--- config.mk ---
export PLATFORM = sky130hd
export DESIGN_NAME = ir_pulse_frame_receiver_top
export DESIGN_NICKNAME = d
export VERILOG_FILES = /design/src/rtl/ipfr_pkg.sv /design/src/rtl/ipfr_decode.sv /design/src/rtl/ir_pulse_frame_receiver_top.sv
export SDC_FILE = /design/constraint.sdc
export NUM_CORES = 1
export LEC_CHECK = 0
export BUFFER_PORTS_ARGS = -buffer_cell sky130_fd_sc_hd__buf_2
export CORE_AREA = 2 2 178 180
export DETAILED_ROUTE_END_ITERATION = 12
export DIE_AREA = 0 0 180 182
export PLACE_DENSITY = 0.77
export SYNTH_ARGS = -nofsm -noshare
export SYNTH_HDL_FRONTEND = slang
export SYNTH_SLANG_ARGS = --single-unit
export TNS_END_PERCENT = 50
--- constraint.sdc ---
create_clock -name aclk -period 8.35 [get_ports aclk]
set_clock_uncertainty 0.15 [all_clocks]
set_input_delay 0.835 -clock aclk [delete_from_list [all_inputs] [get_ports aclk]]
set_output_delay 0.835 -clock aclk [all_outputs]
set_load 0.1 [all_outputs]
--- src/rtl/ipfr_pkg.sv ---
// Shared types and constants for the IR pulse frame receiver.
package ipfr_pkg;

    localparam int BUF_BYTES_DEF = 1024;
    localparam int TIME_W        = 32;
    localparam int CFG_W         = 16;
    localparam int MAXLEN_W      = 10;
    localparam int IDX_W         = 10;
    localparam int CFG_IDX_W     = 3;
    localparam int IN_TDATA_W    = 32;
    localparam int OUT_TDATA_W   = 32;

    localparam logic [CFG_IDX_W-1:0] REG_HDR_MARK_MIN  = 3'd0;
    localparam logic [CFG_IDX_W-1:0] REG_HDR_MARK_MAX  = 3'd1;
    localparam logic [CFG_IDX_W-1:0] REG_HDR_SPACE_MIN = 3'd2;
    localparam logic [CFG_IDX_W-1:0] REG_HDR_SPACE_MAX = 3'd3;
    localparam logic [CFG_IDX_W-1:0] REG_INTERVAL_FLR  = 3'd4;
    localparam logic [CFG_IDX_W-1:0] REG_ONE_THRESHOLD = 3'd5;
    localparam logic [CFG_IDX_W-1:0] REG_MAX_MSG_BYTES = 3'd6;

    localparam logic OP_EDGE    = 1'b0;
    localparam logic OP_RESTART = 1'b1;

    typedef enum logic [1:0] {
        PH_HDR_MARK   = 2'd0,
        PH_HDR_SPACE  = 2'd1,
        PH_DATA_MARK  = 2'd2,
        PH_DATA_SPACE = 2'd3
    } phase_t;

    typedef struct packed {
        logic [CFG_W-1:0]    hdr_mark_min;
        logic [CFG_W-1:0]    hdr_mark_max;
        logic [CFG_W-1:0]    hdr_space_min;
        logic [CFG_W-1:0]    hdr_space_max;
        logic [CFG_W-1:0]    interval_floor;
        logic [CFG_W-1:0]    one_threshold;
        logic [MAXLEN_W-1:0] max_message_bytes;
    } cfg_t;

    // receiver state apart from the byte counter and the edge time
    typedef struct packed {
        phase_t     phase;
        logic [7:0] bit_shift;
        logic [2:0] bit_count;
        logic [7:0] block_byte;
        logic [7:0] remainder_byte;
    } rx_state_t;

    // result item, last field in the lowest bits
    typedef struct packed {
        logic             overflow;
        logic             was_reset;
        logic             size_bad;
        logic             message_ready;
        logic             receiving;
        logic [IDX_W-1:0] byte_index;
        logic [7:0]       byte_value;
        logic             byte_valid;
        phase_t           phase;
    } result_t;

    localparam int RESULT_W = $bits(result_t);

endpackage

--- src/rtl/ipfr_decode.sv ---
// Single-pass edge decode: next receiver state and result item.
module ipfr_decode #(
    parameter int BUF_BYTES = ipfr_pkg::BUF_BYTES_DEF,
    parameter int CNT_W     = $clog2(BUF_BYTES + 1)
) (
    input  ipfr_pkg::cfg_t                cfg,
    input  logic                          opcode,
    input  logic [ipfr_pkg::TIME_W-1:0]   edge_time,
    input  ipfr_pkg::rx_state_t           st,
    input  logic [CNT_W-1:0]              byte_count,
    input  logic [ipfr_pkg::TIME_W-1:0]   last_edge_time,
    output ipfr_pkg::rx_state_t           st_next,
    output logic [CNT_W-1:0]              byte_count_next,
    output logic [ipfr_pkg::TIME_W-1:0]   last_edge_time_next,
    output ipfr_pkg::result_t             res
);

    localparam int CMP_W = (CNT_W > 15) ? CNT_W : 15;

    logic [ipfr_pkg::TIME_W-1:0] diff;
    logic                        rst;
    logic                        bit_in;
    logic [7:0]                  shifted;
    logic [2:0]                  bc_inc;
    logic                        buf_full;
    logic [7:0]                  blk_m1;
    logic [13:0]                 total;
    logic                        recv;
    logic                        bad;
    ipfr_pkg::result_t           res_core;

    assign diff     = edge_time - last_edge_time;
    assign bit_in   = diff > ipfr_pkg::TIME_W'(cfg.one_threshold);
    assign shifted  = {st.bit_shift[6:0], bit_in};
    assign bc_inc   = st.bit_count + 3'd1;
    assign buf_full = byte_count >= CNT_W'(BUF_BYTES);

    always_comb begin
        st_next             = st;
        byte_count_next     = byte_count;
        last_edge_time_next = edge_time;
        rst                 = 1'b0;
        res_core            = '0;
        if (opcode == ipfr_pkg::OP_RESTART) begin
            last_edge_time_next = '0;
            rst                 = 1'b1;
        end else if (last_edge_time == '0 || last_edge_time > edge_time) begin
            rst = 1'b1;
        end else if ((diff > ipfr_pkg::TIME_W'(cfg.hdr_mark_max) &&
                      (st.phase == ipfr_pkg::PH_HDR_MARK ||
                       st.phase == ipfr_pkg::PH_HDR_SPACE)) ||
                     diff < ipfr_pkg::TIME_W'(cfg.interval_floor)) begin
            rst = 1'b1;
        end else begin
            case (st.phase)
                ipfr_pkg::PH_HDR_MARK: begin
                    if (diff >= ipfr_pkg::TIME_W'(cfg.hdr_mark_min))
                        st_next.phase = ipfr_pkg::PH_HDR_SPACE;
                    else
                        rst = 1'b1;
                end
                ipfr_pkg::PH_HDR_SPACE: begin
                    if (diff >= ipfr_pkg::TIME_W'(cfg.hdr_space_min) &&
                        diff <= ipfr_pkg::TIME_W'(cfg.hdr_space_max))
                        st_next.phase = ipfr_pkg::PH_DATA_MARK;
                    else
                        rst = 1'b1;
                end
                ipfr_pkg::PH_DATA_MARK: begin
                    st_next.phase     = ipfr_pkg::PH_DATA_SPACE;
                    st_next.bit_shift = shifted;
                    st_next.bit_count = bc_inc;
                    if (bc_inc == 3'd0) begin
                        st_next.bit_shift = '0;
                        if (buf_full) begin
                            res_core.overflow = 1'b1;
                        end else begin
                            res_core.byte_valid = 1'b1;
                            res_core.byte_value = shifted;
                            res_core.byte_index = ipfr_pkg::IDX_W'(byte_count);
                            byte_count_next     = byte_count + CNT_W'(1);
                            if (byte_count == '0)
                                st_next.block_byte = shifted;
                            else if (byte_count == CNT_W'(1))
                                st_next.remainder_byte = shifted;
                        end
                    end
                end
                ipfr_pkg::PH_DATA_SPACE: st_next.phase = ipfr_pkg::PH_DATA_MARK;
                default: st_next.phase = ipfr_pkg::PH_HDR_MARK;
            endcase
        end
        if (rst) begin
            st_next         = '0;
            byte_count_next = '0;
            res_core        = '0;
        end
        res_core.was_reset = rst;
        res_core.phase     = st_next.phase;
    end

    // length = (blocks - 1) * 32 + remainder
    assign blk_m1 = st_next.block_byte - 8'd1;
    assign total  = {1'b0, blk_m1, 5'b0} + {6'b0, st_next.remainder_byte};
    assign recv   = byte_count_next > CNT_W'(2);
    assign bad    = st_next.block_byte == '0 || total == '0 ||
                    total > {4'b0, cfg.max_message_bytes};

    always_comb begin
        res               = res_core;
        res.receiving     = recv;
        res.size_bad      = recv && bad;
        res.message_ready = recv && !bad &&
                            (CMP_W'(byte_count_next) >= CMP_W'(total) + CMP_W'(2));
    end

endmodule

--- src/rtl/ir_pulse_frame_receiver_top.sv ---
// IR pulse frame receiver: input register, decode, result register, config.
// Takes one item per clock unless a result waits on m_tready: an item is
// registered in the input register, then decoded in a single pass into the
// result register, which drives m_tvalid. While a result waits on m_tready,
// the input register holds its item and s_tready is low once it is full.
// Configuration is written through cfg_wr_en/cfg_index/cfg_wr_data; the user
// must write it only while idle, as the block does not enforce this.
module ir_pulse_frame_receiver_top #(
    parameter int BUF_BYTES = ipfr_pkg::BUF_BYTES_DEF
) (
    input  logic                              aclk,
    input  logic                              aresetn,
    input  logic                              cfg_wr_en,
    input  logic [ipfr_pkg::CFG_IDX_W-1:0]    cfg_index,
    input  logic [ipfr_pkg::CFG_W-1:0]        cfg_wr_data,
    input  logic                              s_tvalid,
    output logic                              s_tready,
    input  logic [ipfr_pkg::IN_TDATA_W-1:0]   s_tdata,   // edge_time
    input  logic                              s_tuser,   // opcode
    output logic                              m_tvalid,
    input  logic                              m_tready,
    // phase, byte_valid, byte_value, byte_index, receiving, message_ready,
    // size_bad, was_reset, overflow, zero fill
    output logic [ipfr_pkg::OUT_TDATA_W-1:0]  m_tdata
);

    localparam int CNT_W = $clog2(BUF_BYTES + 1);

    ipfr_pkg::cfg_t              cfg_reg;
    logic                        in_valid_reg;
    logic                        in_op_reg;
    logic [ipfr_pkg::TIME_W-1:0] in_time_reg;
    ipfr_pkg::rx_state_t         st_reg, st_next;
    logic [CNT_W-1:0]            byte_count_reg, byte_count_next;
    logic [ipfr_pkg::TIME_W-1:0] last_edge_reg, last_edge_next;
    ipfr_pkg::result_t           res_reg, res_next;
    logic                        out_valid_reg;
    logic                        adv;

    assign adv      = in_valid_reg && (!out_valid_reg || m_tready);
    assign s_tready = !in_valid_reg || adv;
    assign m_tvalid = out_valid_reg;
    assign m_tdata  = {{(ipfr_pkg::OUT_TDATA_W - ipfr_pkg::RESULT_W){1'b0}}, res_reg};

    ipfr_decode #(
        .BUF_BYTES (BUF_BYTES),
        .CNT_W     (CNT_W)
    ) u_decode (
        .cfg                 (cfg_reg),
        .opcode              (in_op_reg),
        .edge_time           (in_time_reg),
        .st                  (st_reg),
        .byte_count          (byte_count_reg),
        .last_edge_time      (last_edge_reg),
        .st_next             (st_next),
        .byte_count_next     (byte_count_next),
        .last_edge_time_next (last_edge_next),
        .res                 (res_next)
    );

    always_ff @(posedge aclk) begin
        if (!aresetn) begin
            cfg_reg.hdr_mark_min      <= 16'd2000;
            cfg_reg.hdr_mark_max      <= 16'd4000;
            cfg_reg.hdr_space_min     <= 16'd1000;
            cfg_reg.hdr_space_max     <= 16'd2000;
            cfg_reg.interval_floor    <= 16'd100;
            cfg_reg.one_threshold     <= 16'd600;
            cfg_reg.max_message_bytes <= 10'd1022;
        end else if (cfg_wr_en) begin
            case (cfg_index)
                ipfr_pkg::REG_HDR_MARK_MIN:  cfg_reg.hdr_mark_min   <= cfg_wr_data;
                ipfr_pkg::REG_HDR_MARK_MAX:  cfg_reg.hdr_mark_max   <= cfg_wr_data;
                ipfr_pkg::REG_HDR_SPACE_MIN: cfg_reg.hdr_space_min  <= cfg_wr_data;
                ipfr_pkg::REG_HDR_SPACE_MAX: cfg_reg.hdr_space_max  <= cfg_wr_data;
                ipfr_pkg::REG_INTERVAL_FLR:  cfg_reg.interval_floor <= cfg_wr_data;
                ipfr_pkg::REG_ONE_THRESHOLD: cfg_reg.one_threshold  <= cfg_wr_data;
                ipfr_pkg::REG_MAX_MSG_BYTES:
                    cfg_reg.max_message_bytes <= cfg_wr_data[ipfr_pkg::MAXLEN_W-1:0];
                default: ;
            endcase
        end
    end

    always_ff @(posedge aclk) begin
        if (!aresetn) begin
            in_valid_reg   <= 1'b0;
            out_valid_reg  <= 1'b0;
            st_reg         <= '0;
            byte_count_reg <= '0;
            last_edge_reg  <= '0;
        end else begin
            if (s_tready)
                in_valid_reg <= s_tvalid;
            if (adv) begin
                st_reg         <= st_next;
                byte_count_reg <= byte_count_next;
                last_edge_reg  <= last_edge_next;
                out_valid_reg  <= 1'b1;
            end else if (m_tready) begin
                out_valid_reg  <= 1'b0;
            end
        end
    end

    always_ff @(posedge aclk) begin
        if (s_tvalid && s_tready) begin
            in_op_reg   <= s_tuser;
            in_time_reg <= s_tdata;
        end
        if (adv)
            res_reg <= res_next;
    end

    a_count_bound: assert property (@(posedge aclk) disable iff (!aresetn)
        byte_count_reg <= CNT_W'(BUF_BYTES))
        else $error("byte counter beyond buffer size");

    a_byte_xor_ovf: assert property (@(posedge aclk) disable iff (!aresetn)
        out_valid_reg |-> !(res_reg.byte_valid && res_reg.overflow))
        else $error("byte stored and dropped at once");

    a_reset_clears: assert property (@(posedge aclk) disable iff (!aresetn)
        adv && res_next.was_reset |=>
            st_reg.phase == ipfr_pkg::PH_HDR_MARK && byte_count_reg == '0)
        else $error("receiver reset left state behind");

    a_restart_time: assert property (@(posedge aclk) disable iff (!aresetn)
        adv && in_op_reg == ipfr_pkg::OP_RESTART |=> last_edge_reg == '0)
        else $error("restart kept edge time");

    a_ready_bad: assert property (@(posedge aclk) disable iff (!aresetn)
        out_valid_reg |-> !(res_reg.message_ready && res_reg.size_bad))
        else $error("message ready with bad size");

endmodule

==> results of run 1 <==
how the worst max path moves through the flow:
stage                                         from                    end  slack (ns)
after floorplan           in_time_reg[0]$_DFFE_PP_  m_tdata[22]$_DFFE_PP_        1.10
after global placement    in_time_reg[0]$_DFFE_PP_  m_tdata[22]$_DFFE_PP_        0.59
after detailed placement  in_time_reg[0]$_DFFE_PP_  m_tdata[22]$_DFFE_PP_        0.35
after CTS                 in_time_reg[0]$_DFFE_PP_  m_tdata[22]$_DFFE_PP_        0.33
after global routing      in_time_reg[0]$_DFFE_PP_  m_tdata[22]$_DFFE_PP_        0.05
final                     in_time_reg[8]$_DFFE_PP_  m_tdata[22]$_DFFE_PP_        0.56
kinds of logic (layout without fill, tap and decap cells):
| group | Yosys count | after routing |
|---|---|---|
| flip-flops | 238 | 238 |
| other | 1 | 6 |
| adder cells (fa/ha/maj) | 160 | 160 |
| AO/OA/AOI/OAI | 465 | 465 |
| XOR/XNOR | 43 | 43 |
| AND/OR/NAND/NOR | 624 | 624 |
| buffers and inverters | 256 | 315 |
| multiplexers | 18 | 18 |
final cells by class:
class / instances / area, um^2
clock buffers: 38 / 747
clock inverters: 12 / 116
fillers: 2773 / 14100
inverters: 160 / 601
multi-input cells: 1316 / 9010
flip-flops and latches: 238 / 5360
well taps: 402 / 503
repair buffers: 105 / 581
routing by layer:
layer  wire, um  part of all wire [%]  up-vias  global-route usage (%)
li1           -                     -     6449                       -
met1      17200                    43     6070                    30.0
met2      18800                    47      419                    40.8
met3       2100                   5.3      114                    2.83
met4       1610                   4.1        0                    10.0
met5          0                     0        -                       0
power by group through the flow:
| stage | sequential (mW) | clock, mW | combinational [mW] |
|---|---|---|---|
| global route | 1.24 | 1.23 | 0.651 |
| CTS | 1.23 | 1.19 | 0.583 |
| finish | 1.23 | 1.16 | 0.592 |
| global placement | 1.26 | 0 | 0.568 |
| detailed placement | 1.26 | 0 | 0.580 |
| floorplan | 1.30 | 0 | 0.368 |
repair_timing:
item / in CTS / in global routing
setup endpoints to repair: 0 / 2
buffers inserted: 0 / 0
gates resized for setup: 0 / 6
critical path, delay by kind of cell, from the launching register on:
family / cells / cell delay, ns
AO/OA/AOI/OAI: 11 / 2.38
AND/OR/NAND/NOR: 9 / 1.75
adder cells (fa/ha/maj): 5 / 1.72
XOR/XNOR: 3 / 0.85
flip-flops: 1 / 0.40
buffers and inverters: 1 / 0.24
cell usage in the layout, fill, tap and decap left out, types with 17 or more instances in the layout:
cell       instances
o21a_1            24
nand3_1           24
dfxtp_1          179
nand2_1          292
edfxtp_1          59
nand2b_1          17
nor2_1            62
nor3_1            25
a21oi_1           86
buf_2             83
nor4_1            18
nand4_1           33
xnor2_1           22
a21o_1            35
o211ai_1          56
nand3b_1          34
a21boi_0         113
nor2b_1           39
xor2_1            18
inv_1            158
o21ai_0           49
buf_4             22
and2_1            27
clkbuf_16         27
ha_1             158
metrics by stage:
step,utilization [%],power [mW],cells,hold slack (ns)
2_1_floorplan,-,1.67,1810,0.291
3_3_place_gp,51.7,1.83,2221,0.302
3_5_place_dp,51.7,1.84,2221,0.310
4_1_cts,54.4,3.00,2271,0.301
5_1_grt,54.6,3.12,2271,0.300
6_report,54.6,2.99,2271,0.316
==> impl_metrics.py, run 1 <==
metrics = {
    "placed_design": {
        "gp_congestion": 0.914,
        "pre_cts_slack_ns": 0.351,
        "dpl.hpwl_um": 28900,
        "place_area_um2": 16000,
        "portBuffers": 84,
    },
    "clocking": {
        "clkTransAtPathRegs_ns": 0.06,
        "hold_buffers": 0,
        "clock_sinks": 238,
        "cts_root_buf": "clkbuf_16",
        "cts_tree": "built",
        "numCtsBuffers": 27,
        "cts.htree.levels": 1,
        "cts.path.max_buffers": 3,
        "worstSkewPairLatency_ns": 0.55,
    },
    "synth": {
        "synth_edf_count": 59,
        "synth_area_leaders": "dfxtp_1 (23%), ha_1 (13%), edfxtp_1 (12%), nand2_1 (7.2%), a21boi_0 (5.5%)",
        "yosysTopAreaCellShare_pct": 23.4,
        "ys_seq_area_share_pct": 35.0,
        "synth_common_cells": "nand2_1 (292), dfxtp_1 (179), inv_1 (159), ha_1 (158), a21boi_0 (113)",
        "yosysWarnings": 0,
        "yosys.area_share.simple_pct": 20.0,
        "synth_compound_area_share_pct": 21.4,
        "synth_area_um2": 15300,
        "yosysMostFrequentCell": "nand2_1",
        "ys_seq_elements": 238,
        "synthCells": 1805,
        "synth_fa_ha_area_share_pct": 13.2,
        "synthArstFlopShare_pct": 0,
        "synth_cell_types": 87,
        "synth_top_area_cell": "dfxtp_1",
        "avgSynthCellArea_um2": 8.48,
        "muxShareOfSynthArea_pct": 1.23,
        "synth_top_family_by_area": "compound AO/OA/AOI/OAI gates",
        "synth_top_flop_cell": "dfxtp_1",
        "post_synth_xor_area_fraction_pct": 2.46,
    },
    "hold_path": {
        "hp-class": "input pin to flip-flop",
        "min_from": "s_tdata[8]",
        "hold_end": "in_time_reg[8]$_DFFE_PP_",
        "hold_depth": 1,
    },
    "power_and_ir_drop": {
        "combPwrFrac_pct": 19.8,
        "power.switching_uw": 881,
        "pwr-share-clk_pct": 38.9,
        "irDropWorstVdd_uv": 166,
        "p_leak_nw": 6.55,
        "pwr_density_cell_nw_per_um2": 177,
        "p_sw_share_pct": 29.5,
        "internal-power_mw": 2.11,
        "power_frac_seq_pct": 41.3,
    },
    "timing": {
        "setup_ws_ns": 0.563,
        "tightest_slew_ns": 1.13,
        "period_needed_ns": 7.79,
        "slew_headroom_pct": 24.5,
        "rsz0062_at_grt": "false",
        "setup_tns_ns": 0,
        "drv_slew": 0,
        "setup_viol": 0,
        "hold_violations": 0,
        "post-route-period-util_pct": 93.3,
        "fmax_ghz": 0.128,
    },
    "cells_and_area": {
        "area_growth_pct": 10.5,
        "diodes": 0,
        "drive_gt1_share_pct": 10.1,
        "final_nets": 2065,
        "fin_area_um2": 16900,
        "largest_reg_flops": 106,
    },
    "run_status": {
        "status": "complete, no violations",
    },
    "critical_path": {
        "cp_data_required_time_ns": 8.49,
        "cp_slowest_stage_delay_ns": 0.51,
        "start_kind": "flip-flop",
        "critPathKind": "flip-flop to flip-flop",
        "cp.arrival_ns": 7.92,
        "worst_path_max_delay_cell": "a221oi_2",
        "r2r_setup_slack_ns": 0.56,
        "end_kind": "flip-flop",
        "rr_endpoint": "m_tdata[22]$_DFFE_PP_",
        "reg2reg_depth": 29,
        "r2r_start": "in_time_reg[8]$_DFFE_PP_",
        "crit_fanout": 11,
        "cpMostUsedCell": "a21oi_1",
    },
    "route": {
        "ant_nets": 0,
        "drt-initial-drc-count": 910,
        "first_pass_iters": 5,
        "route.detailed.drc": 0,
        "vias_per_cell": 5.75,
        "wl_um": 39700,
        "vias": 13052,
        "routedWlPerCell_um": 17.5,
    },
    "global_routing": {
        "gr-total-overflow": 0,
        "grt_start_max_net_pins": 120,
        "grt_pass1_wl_um": 64200,
        "grt_pass1_vias": 12706,
        "grt_antenna_before_repair": 0,
        "grtUsageTotal_pct": 23.7,
    },
    "floorplan": {
        "die_w_um": 180,
        "start_util_pct": 49.4,
        "die_area_um2": 32800,
        "rows": 65,
        "ios": 91,
        "core-area_um2": 31000,
        "die_height_um": 182,
    },
    "job": {
        "maxCapViolCount": 0,
    },
}
Power figures use the tool's default switching activity.
==> run 2, diff against run 1 <==
CELL_PAD_IN_SITES_DETAIL_PLACEMENT = 1   (was default)
CELL_PAD_IN_SITES_GLOBAL_PLACEMENT = 2   (was default)
CORE_AREA = 2 2 204 206   (was 2 2 178 180)
DIE_AREA = 0 0 206 208   (was 0 0 180 182)
PLACE_DENSITY = 0.9   (was 0.77)
clock period = 7.6 ns   (was 8.35 ns; I/O delays follow)
==> impl_metrics.py, run 2 (synthesis results as in run 1) <==
metrics = {
    "critical_path": {
        "cp.arrival_ns": 7.40,
        "cp_slowest_stage_delay_ns": 0.44,
        "cpMostUsedCell": "ha_1",
        "end_kind": "flip-flop",
        "start_kind": "flip-flop",
        "worst_path_max_delay_cell": "or3b_2",
        "cp_data_required_time_ns": 7.76,
        "critPathKind": "flip-flop to flip-flop",
        "crit_fanout": 10,
    },
    "cells_and_area": {
        "seq_area_um2": 5360,
        "fin_area_um2": 17500,
        "final_nets": 2088,
        "stdcell_count": 2427,
        "diodes": 0,
        "multi_input_area_um2": 9080,
        "largest_reg_flops": 106,
        "final_util_pct": 43.1,
        "final_common_cell": "nand2_1",
        "drive_gt1_share_pct": 12.6,
        "fillers": 4819,
        "final_cell_mix": "nand2_1 (292), dfxtp_1 (179), inv_1 (158)",
        "area_growth_pct": 14.2,
    },
    "placed_design": {
        "gp_congestion": 0.890,
        "place_area_um2": 16300,
        "portBuffers": 84,
        "pre_cts_slack_ns": -0.199,
        "placed_cells": 2367,
        "dpl.hpwl_um": 34100,
    },
    "timing": {
        "setup_ws_ns": 0.359,
        "fmax_ghz": 0.138,
        "drv_slew": 0,
        "slew_headroom_pct": 20.3,
        "tightest_slew_ns": 1.19,
        "setup_tns_ns": 0,
        "post-route-period-util_pct": 95.3,
        "period_needed_ns": 7.24,
        "setup_viol": 0,
        "hold_violations": 0,
        "holdWs_ns": 0.203,
    },
    "clocking": {
        "clock_sinks": 238,
        "cts.htree.levels": 1,
        "clkTransAtPathRegs_ns": 0.07,
        "cts.path.max_buffers": 3,
        "cts_root_buf": "clkbuf_16",
        "hold_buffers": 0,
        "cts_tree": "built",
        "worstSkewPairLatency_ns": 0.58,
        "numCtsBuffers": 30,
    },
    "route": {
        "first_pass_iters": 5,
        "routedWlPerCell_um": 19.1,
        "drt-initial-drc-count": 678,
        "vias_per_cell": 5.52,
        "route.detailed.drc": 0,
        "vias": 13404,
        "ant_nets": 0,
        "wl_um": 46500,
    },
    "power_and_ir_drop": {
        "p_leak_nw": 6.77,
        "pwr_density_cell_nw_per_um2": 204,
        "p_total_mw": 3.57,
        "irDropWorstVdd_uv": 169,
    },
    "global_routing": {
        "grt_start_max_net_pins": 108,
        "grt_pass1_vias": 13950,
        "gr-total-overflow": 0,
        "grtUsageTotal_pct": 21.6,
        "grt_antenna_before_repair": 0,
        "grt_pass1_wl_um": 74900,
    },
    "floorplan": {
        "core-area_um2": 40600,
        "start_util_pct": 37.8,
        "die_area_um2": 42800,
        "ios": 91,
        "rows": 74,
        "die_w_um": 206,
        "die_height_um": 208,
    },
    "hold_path": {
        "hp-class": "input pin to flip-flop",
    },
    "job": {
        "maxCapViolCount": 0,
    },
    "run_status": {
        "status": "complete, no violations",
    },
}
-- run 2: cell types whose count changed in the layout (fill, tap and decap cells not counted), sizes merged --
cell and change:
buf +20, clkinv +4, bufinv +3, clkbuf -3, clkinvlp +3, inv -1
-- run 2: cell type report --
cell class                      count  area share [%]
Timing Repair Buffer              125            4.18
Sequential cell                   238            30.6
Inverter                          160            3.43
Clock buffer                       35            4.64
Clock inverter                     21            1.41
Multi-Input combinational cell   1316            51.9
Tap cell                          532            3.81
-- run 2: worst max-delay path, delay by kind of cell (launching register included) --
family | cells | cell delay, ns
adders and majority gates | 6 | 1.90
and+or+nand+nor | 11 | 1.86
AOI/OAI and AO/OA | 11 | 1.73
xor gates and xnor gates | 4 | 0.75
DFF | 1 | 0.32
buffers and inverters | 3 | 0.28
-- run 2: per-layer routing --
metal	vias to the layer above	track usage, %	wire (um)
met5	-	0	0
met4	0	5.76	1020
met3	68	2.62	1690
met2	258	38.7	23400
met1	6618	27.2	20400
li1	6460	-	-
-- run 2: worst paths after layout --
path,from,end,slack (ns),cells after the start
worst max-delay path,in_time_reg[0]$_DFFE_PP_,m_tdata[22]$_DFFE_PP_,0.36,35
worst min-delay path,s_tdata[10],in_time_reg[10]$_DFFE_PP_,0.20,1
worst max register to register,in_time_reg[0]$_DFFE_PP_,m_tdata[22]$_DFFE_PP_,0.36,35
worst min register to register,cfg_reg[38]$_SDFFE_PN0P_,cfg_reg[38]$_SDFFE_PN0P_,0.32,2
-- run 2: report_power, final --
group | leakage, nW | internal [mW] | switching [mW]
registers | 2.00 | 1.34 | 0.0214
logic | 4.26 | 0.241 | 0.446
clock network | 0.515 | 0.931 | 0.594
-- run 2: repair_timing --
item                                    in CTS  in global routing
resized for setup                            1                 24
setup buffers                                0                  4
gates cloned                                 0                  0
pin swaps                                    0                  7
endpoints found under the setup margin       2                  2
hold endpoints to repair                     0                  0
